## src/rtl/ecfe_pkg.sv

```systemverilog
// Package with the framing constants, types and CRC helpers of the escaped CRC frame encoder.
`timescale 1ns / 1ps
package ecfe_pkg;

  localparam int MaxResults = 8;
  localparam int IdxW = $clog2(MaxResults);

  localparam logic [7:0] START_BYTE = 8'h7E;
  localparam logic [7:0] END_BYTE   = 8'h7D;
  localparam logic [7:0] ESC_BYTE   = 8'h7C;
  localparam logic [7:0] ESC_MASK   = 8'h0F;
  localparam logic [7:0] ESC_SET    = 8'h50;
  localparam logic [15:0] CRC_POLY  = 16'h1021;

  typedef logic [7:0] line_byte_t;
  typedef line_byte_t [MaxResults-1:0] burst_t;

  function automatic logic [15:0] crc16_upd(input logic [15:0] crc, input logic [7:0] b);
    logic [15:0] c;
    c = crc ^ {b, 8'h00};
    for (int k = 0; k < 8; k++) begin
      if (c[15]) begin
        c = {c[14:0], 1'b0} ^ CRC_POLY;
      end else begin
        c = {c[14:0], 1'b0};
      end
    end
    return c;
  endfunction

  function automatic logic needs_esc(input logic [7:0] b);
    return (b == ESC_BYTE) || (b == END_BYTE) || (b == START_BYTE);
  endfunction

  function automatic logic [7:0] esc_code(input logic [7:0] b);
    return (b & ESC_MASK) | ESC_SET;
  endfunction

endpackage

```

## src/rtl/escaped_crc_frame_encoder.sv

```systemverilog
// Top level of the escaped CRC frame encoder: framing, escaping, CRC and output sequencing.
`timescale 1ns / 1ps
// Each accepted input word is turned into its complete burst of line bytes (start byte,
// escaped data, escaped CRC and end byte as they apply) and held in a pending register; an
// output sequencer then sends the burst at one word per cycle while out_stall is low. A new
// input word is taken whenever the pending register is empty or is handed to the sequencer in
// that cycle, so the output port sets the rate; a burst holds one to eight line bytes, two
// for an escaped data byte inside a frame. An accepted word passes through the pending
// register and then the output burst register before its first line byte appears.
// crc_init is sampled at the start of each frame.
module escaped_crc_frame_encoder (
  input  logic        clk,
  input  logic        rst_n,
  input  logic        cfg_wr_en,
  input  logic [15:0] cfg_wr_data,
  input  logic        in_valid,
  output logic        in_stall,
  input  logic [7:0]  in_data_byte,
  input  logic        in_last_byte,
  output logic        out_valid,
  input  logic        out_stall,
  output logic [7:0]  out_byte,
  output logic        out_run_last,
  output logic        out_frame_end
);
  import ecfe_pkg::*;

  logic [15:0] crc_init_r;
  logic [15:0] crc_r, crc_nxt;
  logic        frame_open_r;

  logic        pvalid_r;
  burst_t      pbuf_r, pbuf_nxt;
  logic [IdxW-1:0] plast_r, plast_nxt;
  logic        pend_r;

  logic        evalid_r;
  burst_t      ebuf_r;
  logic [IdxW-1:0] elast_r;
  logic [IdxW-1:0] eidx_r;
  logic        eend_r;

  logic        in_acc;
  logic        out_take;
  logic        at_last;
  logic        load;

  assign out_take = evalid_r && !out_stall;
  assign at_last  = (eidx_r == elast_r);
  assign load     = pvalid_r && (!evalid_r || (out_take && at_last));
  assign in_stall = pvalid_r && !load;
  assign in_acc   = in_valid && !in_stall;

  always_comb begin
    logic [IdxW:0] n;
    logic [7:0] b;
    crc_nxt  = crc16_upd(frame_open_r ? crc_r : crc_init_r, in_data_byte);
    pbuf_nxt = '0;
    n        = '0;
    if (!frame_open_r) begin
      pbuf_nxt[n[IdxW-1:0]] = START_BYTE;
      n = n + 1'b1;
    end
    for (int k = 0; k < 3; k++) begin
      if (k == 0) begin
        b = in_data_byte;
      end else if (k == 1) begin
        b = crc_nxt[15:8];
      end else begin
        b = crc_nxt[7:0];
      end
      if (k == 0 || in_last_byte) begin
        if (needs_esc(b)) begin
          pbuf_nxt[n[IdxW-1:0]] = ESC_BYTE;
          n = n + 1'b1;
          pbuf_nxt[n[IdxW-1:0]] = esc_code(b);
          n = n + 1'b1;
        end else begin
          pbuf_nxt[n[IdxW-1:0]] = b;
          n = n + 1'b1;
        end
      end
    end
    if (in_last_byte) begin
      pbuf_nxt[n[IdxW-1:0]] = END_BYTE;
      n = n + 1'b1;
    end
    plast_nxt = IdxW'(n - 1'b1);
  end

  always_ff @(posedge clk) begin
    if (!rst_n) begin
      crc_init_r   <= '0;
      crc_r        <= '0;
      frame_open_r <= 1'b0;
      pvalid_r     <= 1'b0;
      evalid_r     <= 1'b0;
      eidx_r       <= '0;
    end else begin
      if (cfg_wr_en) begin
        crc_init_r <= cfg_wr_data;
      end
      if (in_acc) begin
        crc_r        <= crc_nxt;
        frame_open_r <= !in_last_byte;
        pvalid_r     <= 1'b1;
      end else if (load) begin
        pvalid_r <= 1'b0;
      end
      if (load) begin
        evalid_r <= 1'b1;
        eidx_r   <= '0;
      end else if (out_take) begin
        if (at_last) begin
          evalid_r <= 1'b0;
        end else begin
          eidx_r <= eidx_r + 1'b1;
        end
      end
    end
  end

  always_ff @(posedge clk) begin
    if (in_acc) begin
      pbuf_r  <= pbuf_nxt;
      plast_r <= plast_nxt;
      pend_r  <= in_last_byte;
    end
    if (load) begin
      ebuf_r  <= pbuf_r;
      elast_r <= plast_r;
      eend_r  <= pend_r;
    end
  end

  assign out_valid     = evalid_r;
  assign out_byte      = ebuf_r[eidx_r];
  assign out_run_last  = at_last;
  assign out_frame_end = at_last && eend_r;

endmodule

```

## config.mk

```make
export PLATFORM = sky130hd
export DESIGN_NAME = escaped_crc_frame_encoder
export DESIGN_NICKNAME = d
export VERILOG_FILES = /design/src/rtl/ecfe_pkg.sv /design/src/rtl/escaped_crc_frame_encoder.sv
export SDC_FILE = /design/constraint.sdc
export NUM_CORES = 1
export LEC_CHECK = 0
export ABC_AREA = 1
export BUFFER_PORTS_ARGS = -buffer_cell sky130_fd_sc_hd__buf_2
export CAP_MARGIN = 20
export CORE_ASPECT_RATIO = 1.2
export CORE_MARGIN = 2
export CORE_UTILIZATION = 51
export CTS_CLUSTER_SIZE = 25
export DETAILED_ROUTE_END_ITERATION = 6
export PLACE_DENSITY = 0.68
export SETUP_SLACK_MARGIN = 0.02
export SLEW_MARGIN = 25
export SYNTH_ARGS = -nofsm -noshare
export SYNTH_HDL_FRONTEND = slang
export SYNTH_SLANG_ARGS = --single-unit
```

## constraint.sdc

```tcl
create_clock -name clk -period 5.52 [get_ports clk]
set_input_delay 0.552 -clock clk [delete_from_list [all_inputs] [get_ports clk]]
set_output_delay 0.552 -clock clk [all_outputs]
set_load 0.02 [all_outputs]
```

# Word-level counts from Yosys, hierarchy flattened
# Index checks and enable logic that the tools add are counted.
# classes
reduce_logical	31
order_cmp	15
n_eq_ne	10
bitwise_logic	23
n_mux	50
add_sub_neg	9
# ops
cell	n
64-bit bitwise mux	6
64-bit two-way mux	6
8-bit demux with 3-bit select	7
13-bit two-way mux	8
40-bit bitwise OR	2
8-bit by 7-bit equality test with 1-bit output, second input constant	9
24-bit NOT	3
8-bit two-way mux	8
24-bit AND	2
48-bit bitwise OR	1
5-bit by 40-bit bitwise OR with 40-bit output	1
3-bit by 4-bit < comparator with 1-bit output, second input constant	8
3-bit by 24-bit AND with 24-bit output	1
8-bit binary-select mux with 3-bit select	1
3-bit NOT	8
3-bit by 1-bit adder with 3-bit output, second input constant	7
3-bit by 1-bit greater-or-equal comparator with 1-bit output, second input constant	7
3-bit two-way mux	6
16-bit AND	1
16-bit two-way mux	1
16-bit NOT	1
16-bit XOR	1
1-bit logical AND	13
1-bit logical OR	7
10 further kinds	23
# word_totals
input_bits	30
reg_bits	174
output_inout_bits	12

# Longest topological paths before layout
# logic_depth
depth_word	34
mapped_depth	28

# Least setup slack after synthesis
# No wires, ideal clock.
# synth_path
path_kind	reg-to-reg
startpoint	reg eidx_r[1]
endpoint	reg ebuf_r[0] (netlist name) (enable)
setup_ns	0.494
path_buffers	1
setup_slack_ns	1.023
arrival_time_ns	4.003
required_ns	5.026
period_less_slack_ns	4.497
stages_incl_launch_ff	7
path_cell_list	dfxtp_1 clkbuf_1 xnor2_1 nand3_1 o21ai_0 inv_1 nor2_1
# synth_via
elab_chain_cells	4
# synth_rtl
element	line	source
start, declared	escaped_crc_frame_encoder.sv:40	logic [IdxW-1:0] eidx_r;
start signal, assigned	escaped_crc_frame_encoder.sv:117	eidx_r <= eidx_r + 1'b1;
3-bit equality test	escaped_crc_frame_encoder.sv:49	assign at_last = (eidx_r == elast_r);
1-bit logical AND	escaped_crc_frame_encoder.sv:50	assign load = pvalid_r && (!evalid_r || (out_take && at_last));
1-bit logical OR	escaped_crc_frame_encoder.sv:50	
1-bit logical AND	escaped_crc_frame_encoder.sv:50	
named net load	escaped_crc_frame_encoder.sv:46	logic load;
end signal, assigned	escaped_crc_frame_encoder.sv:130	ebuf_r <= pbuf_r;
end, declared	escaped_crc_frame_encoder.sv:38	burst_t ebuf_r;
# The timed path passes the listed nets, and every way through them passes these cells.
# A chain may end at the register's enable or synchronous reset.

# Worst setup path in the final report
# layout_path
startpoint	reg frame_open_r
endpoint	reg plast_r[2], data pin
# layout_via
elab_chain_cells	24
elab_cells_between_ends	43
cone_classes	add/sub: 8; eq/ne: 6; mux: 16; bitwise: 9; reduce/logical: 4
# layout_rtl
element	line	source
start, declared	escaped_crc_frame_encoder.sv:30	logic frame_open_r;
start signal, assigned	escaped_crc_frame_encoder.sv:105	frame_open_r <= !in_last_byte;
branches (longest 20 deep; another with 3-bit by 1-bit adder with 3-bit output)	-	
3-bit two-way mux *	escaped_crc_frame_encoder.sv:72	if (k == 0 || in_last_byte) begin
3-bit by 1-bit adder with 3-bit output	escaped_crc_frame_encoder.sv:86	n = n + 1'b1;
3-bit two-way mux *	escaped_crc_frame_encoder.sv:84	if (in_last_byte) begin
3-bit by 1-bit subtractor with 3-bit output *	escaped_crc_frame_encoder.sv:88	plast_nxt = IdxW'(n - 1'b1);
named net plast_nxt[2]	escaped_crc_frame_encoder.sv:34	logic [IdxW-1:0] plast_r, plast_nxt;
end signal, assigned	escaped_crc_frame_encoder.sv:126	plast_r <= plast_nxt;
end, declared	escaped_crc_frame_encoder.sv:34	
# Mark *: on every way through the listed nets, which the timed path passes.

==> results.md <==
* Delay-heaviest family, CP: simple AND/OR/NAND/NOR gates
* Via-to-Cell Ratio at about 5.6
* Max_slew headroom at 0.406
* Critical path's largest stage delay at approximately 360 ps
* Startpoint Class: flop
* Power share of the sequential group at 0.453
* Post-synth ARST share at 0
* Post-synth net total at approximately 1200
* Critical path required time at 5720 ps
* Syn Area/Cell at 8.19 um2
* Hold_ws at ~330 ps
* Layout net count at approximately 1200
* Die area at 20200 um2
* Share of layout cells above drive strength 1 at 0.121
* Die H at 155 um
* Htree depth at 4
* Worst Setup End Kind: flop
* Comb pwr share at 0.193
* Post-CTS Setup Inserts at 0
* Fin crit share at 0.811
* Post-Route Skew at 14.5 ps
* CTS Root Cell: clkbuf_16
* Vias in the first global route at 7713
* Final Max Tran Viols at 0
* Number of flops mapped to enable cells by yosys at 136
* Synth Flop Type: edfxtp_1
* CP max stage cell: a21boi_4
* Crit Path Class: reg2reg
* Largest net degree at the start of global routing at slightly below 70
* Max Freq at 223 MHz
* Worst-Skew Late Latency at 440 ps
* WL final at 27400 um
* Final Hold Fails at 0
* Hold_buf cts at 0
* Total CTS buffers at 17
* Filler Cell Count at 1741
* Initial antenna violation count at 0
* Chip width at 130 um
* FF+latch area at 4840 um2
* Switching fraction of total power at 0.317
* Setup TNS at 0 ps
* 1st-iter DRT viols at 686
* Overflow left after global routing at 0
* CTS-repair resized insts at 0
* Worst Path Buf+Inv at 2
* Setup ws final at between 1000 and 1500 ps
* Most frequent CP cell: nand2_1
* Cell variety after synth at 49
* Syn Inst Count at 1187
* CTS tree: yes
* First-pass GRT wire length at 43000 um
* Design internal power at 0.00234 W
* Rows at 55
* Total number of vias at 8299
* Maxcap violations at 0
* Max rail drop VDD at approximately 0.00021 V
* Clock power share at 0.354
* Yosys Warn Count at 0
* Arr. time, crit path at between 4000 and 5000 ps
* All-Layer GR Usage at 0.283
* Status: finished, final reports clean
* WL per Instance at 18.6 um
* Least-Margin Pin Slew at around 900 ps
* Area Growth Syn to Fin at 10.3%
* Psw at between 0.001 and 0.0015 W
* Post-route ant nets at 0
* Dpl cells at roughly 1400
* Synth area leader: edfxtp_1
* DP HPWL at 19600 um
* Clock Sinks at 174
* DRC Markers at 0
* LEAKAGE at 4.59 nW
* Non-filler cells, final at around 1500
* IO Count at 42
* Minimum clock period at 4480 ps
* Pwr Density at 320 nW/um2
* Register area share after synthesis at 0.498
* IO Port Bufs at 41
* Worst hold path class: in2reg
* Yosys reg bits at 174
* Placeable core area at approximately 19000 um2
* Antenna cell count at 0
* Worst-path maximum fanout at 27
* Area contributors post-synth: edfxtp_1 (42%), nand2_1 (11%), dfxtp_1 (7.8%), o21ai_0 (5.7%), nand3_1 (5.1%)
* RSZ-0062 raised after global routing: false
* Multi-input gate area at 4220 um2
* Pre-CTS setup slack at 1030 ps
* Setup violators final at 0
* Share of the synthesized area in the top cell type at 0.420
* Routability cong. at 0.997
* Post-Syn Area at 9720 um2
* Starting Density at 0.517
* CTS clk-pin slew, worst paths at roughly 70 ps
* Clk buf depth at 2
* Pre-antenna DRT Iters at 5
* CP cell instances: inv_2, nand2_1, nand3_1, nand2_2, nand2_1, nand2_1, nand2_1, nand3_2, nor2_8, nand2_8, nand2_2, nand2_2, a21boi_4, ha_1, nand4_1, nand3_1, nand2_1, ha_1, a21oi_1, ha_1, inv_1, nand2_1, nand2_1
==> cell usage in the layout, fill, tap and decap left out, types with 4 or more instances in the layout <==
cell       instances
a31oi_1            9
ha_1               9
clkbuf_16         17
dfxtp_1           38
nor3_1             8
nand3b_1           5
o21ai_0          111
buf_2             41
nand3_4            7
inv_6              5
clkinv_1           4
nor4_1             4
o211ai_1          12
inv_2              9
buf_4             11
nand3_2           11
edfxtp_1         136
a21oi_1           65
nand2_1          285
inv_1            102
nand2_2           21
nor2_1           123
nand3_1           99
nand4_1           17
o21ai_1           17
o22ai_1           10
==> power groups by stage <==
| stage | combinational (W) | sequential (W) | clock (W) |
|---|---|---|---|
| after floorplan | 0.000446 | 0.00158 | 0 |
| after detailed placement | 0.000649 | 0.00158 | 0 |
| after global placement | 0.000648 | 0.00158 | 0 |
| final | 0.000661 | 0.00155 | 0.00121 |
| after global routing | 0.000726 | 0.00156 | 0.00128 |
| after CTS | 0.000651 | 0.00155 | 0.00123 |
==> metal layers <==
| layer | GRT usage | vias to the layer above | part of all wire |
|---|---|---|---|
| met3 | 0.0440 | 80 | 0.046 |
| met2 | 0.455 | 276 | 0.47 |
| li1 | - | 4084 | - |
| met5 | 0 | - | 0 |
| met4 | 0.141 | 0 | 0.050 |
| met1 | 0.373 | 3859 | 0.43 |
==> final cells by class <==
type                    count  area share
clock buffers              17      0.0397
clock inverters            15      0.0156
inverters                 116      0.0408
multi-input cells         845       0.393
flip-flops and latches    174       0.452
well taps                 256      0.0299
repair buffers             53      0.0287
==> tightest hold or removal path: stages <==
cell and delay, ps:
buf_2 70, nor2_1 30, nor2_1 80
==> cells in the mapped netlist (5+ instances only) <==
master    count
edfxtp_1    136
nand4_1      17
inv_1       103
nand3_4       7
o22ai_1      10
nor3_1        8
ha_1          9
o211ai_1     12
a21oi_1      65
inv_2         8
a31oi_1       9
buf_2         7
clkbuf_1     35
nand3b_1      5
nand2_1     285
nand3_2      11
buf_1         5
dfxtp_1      38
nand3_1      99
o21ai_1      17
o21ai_0     111
nand2_2      21
nor2_1      124
==> registers in the layout (all words and copies together) (netlist names) <==
signal	count
ebuf_r	64
pbuf_r	64
crc_init_r	16
crc_r	16
eidx_r	3
elast_r	3
plast_r	3
eend_r	1
frame_open_r	1
out_valid	1
pend_r	1
pvalid_r	1
==> cell families after synthesis <==
family                   Yosys count  synth area share
adder cells (fa/ha/maj)            9            0.0116
AO/OA/AOI/OAI                    238             0.134
flip-flops                       174             0.498
AND/OR/NAND/NOR                  592             0.280
buffers and inverters            168            0.0687
XOR/XNOR                           6           0.00695
==> path summary, 6_finish.rpt <==
path	from	to	slack, ps	cells after the start
worst min-delay path	cfg_wr_data[4]	crc_init_r[4]	330	3
worst max register to register	frame_open_r	plast_r[2]	1040	23
worst max-delay path	frame_open_r	plast_r[2]	1040	23
worst min register to register	pbuf_r[1]	ebuf_r[1]	410	0
==> stage by stage <==
| step | util | power (W) | cell area, um2 |
|---|---|---|---|
| 3_5_place_dp | 0.539 | 0.00223 | 10100 |
| 2_1_floorplan | - | 0.00202 | 9720 |
| 6_report | 0.571 | 0.00343 | 10700 |
| 5_1_grt | 0.571 | 0.00357 | 10700 |
| 3_3_place_gp | 0.539 | 0.00223 | 10100 |
| 4_1_cts | 0.571 | 0.00343 | 10700 |
Power figures use the tool's default switching activity.
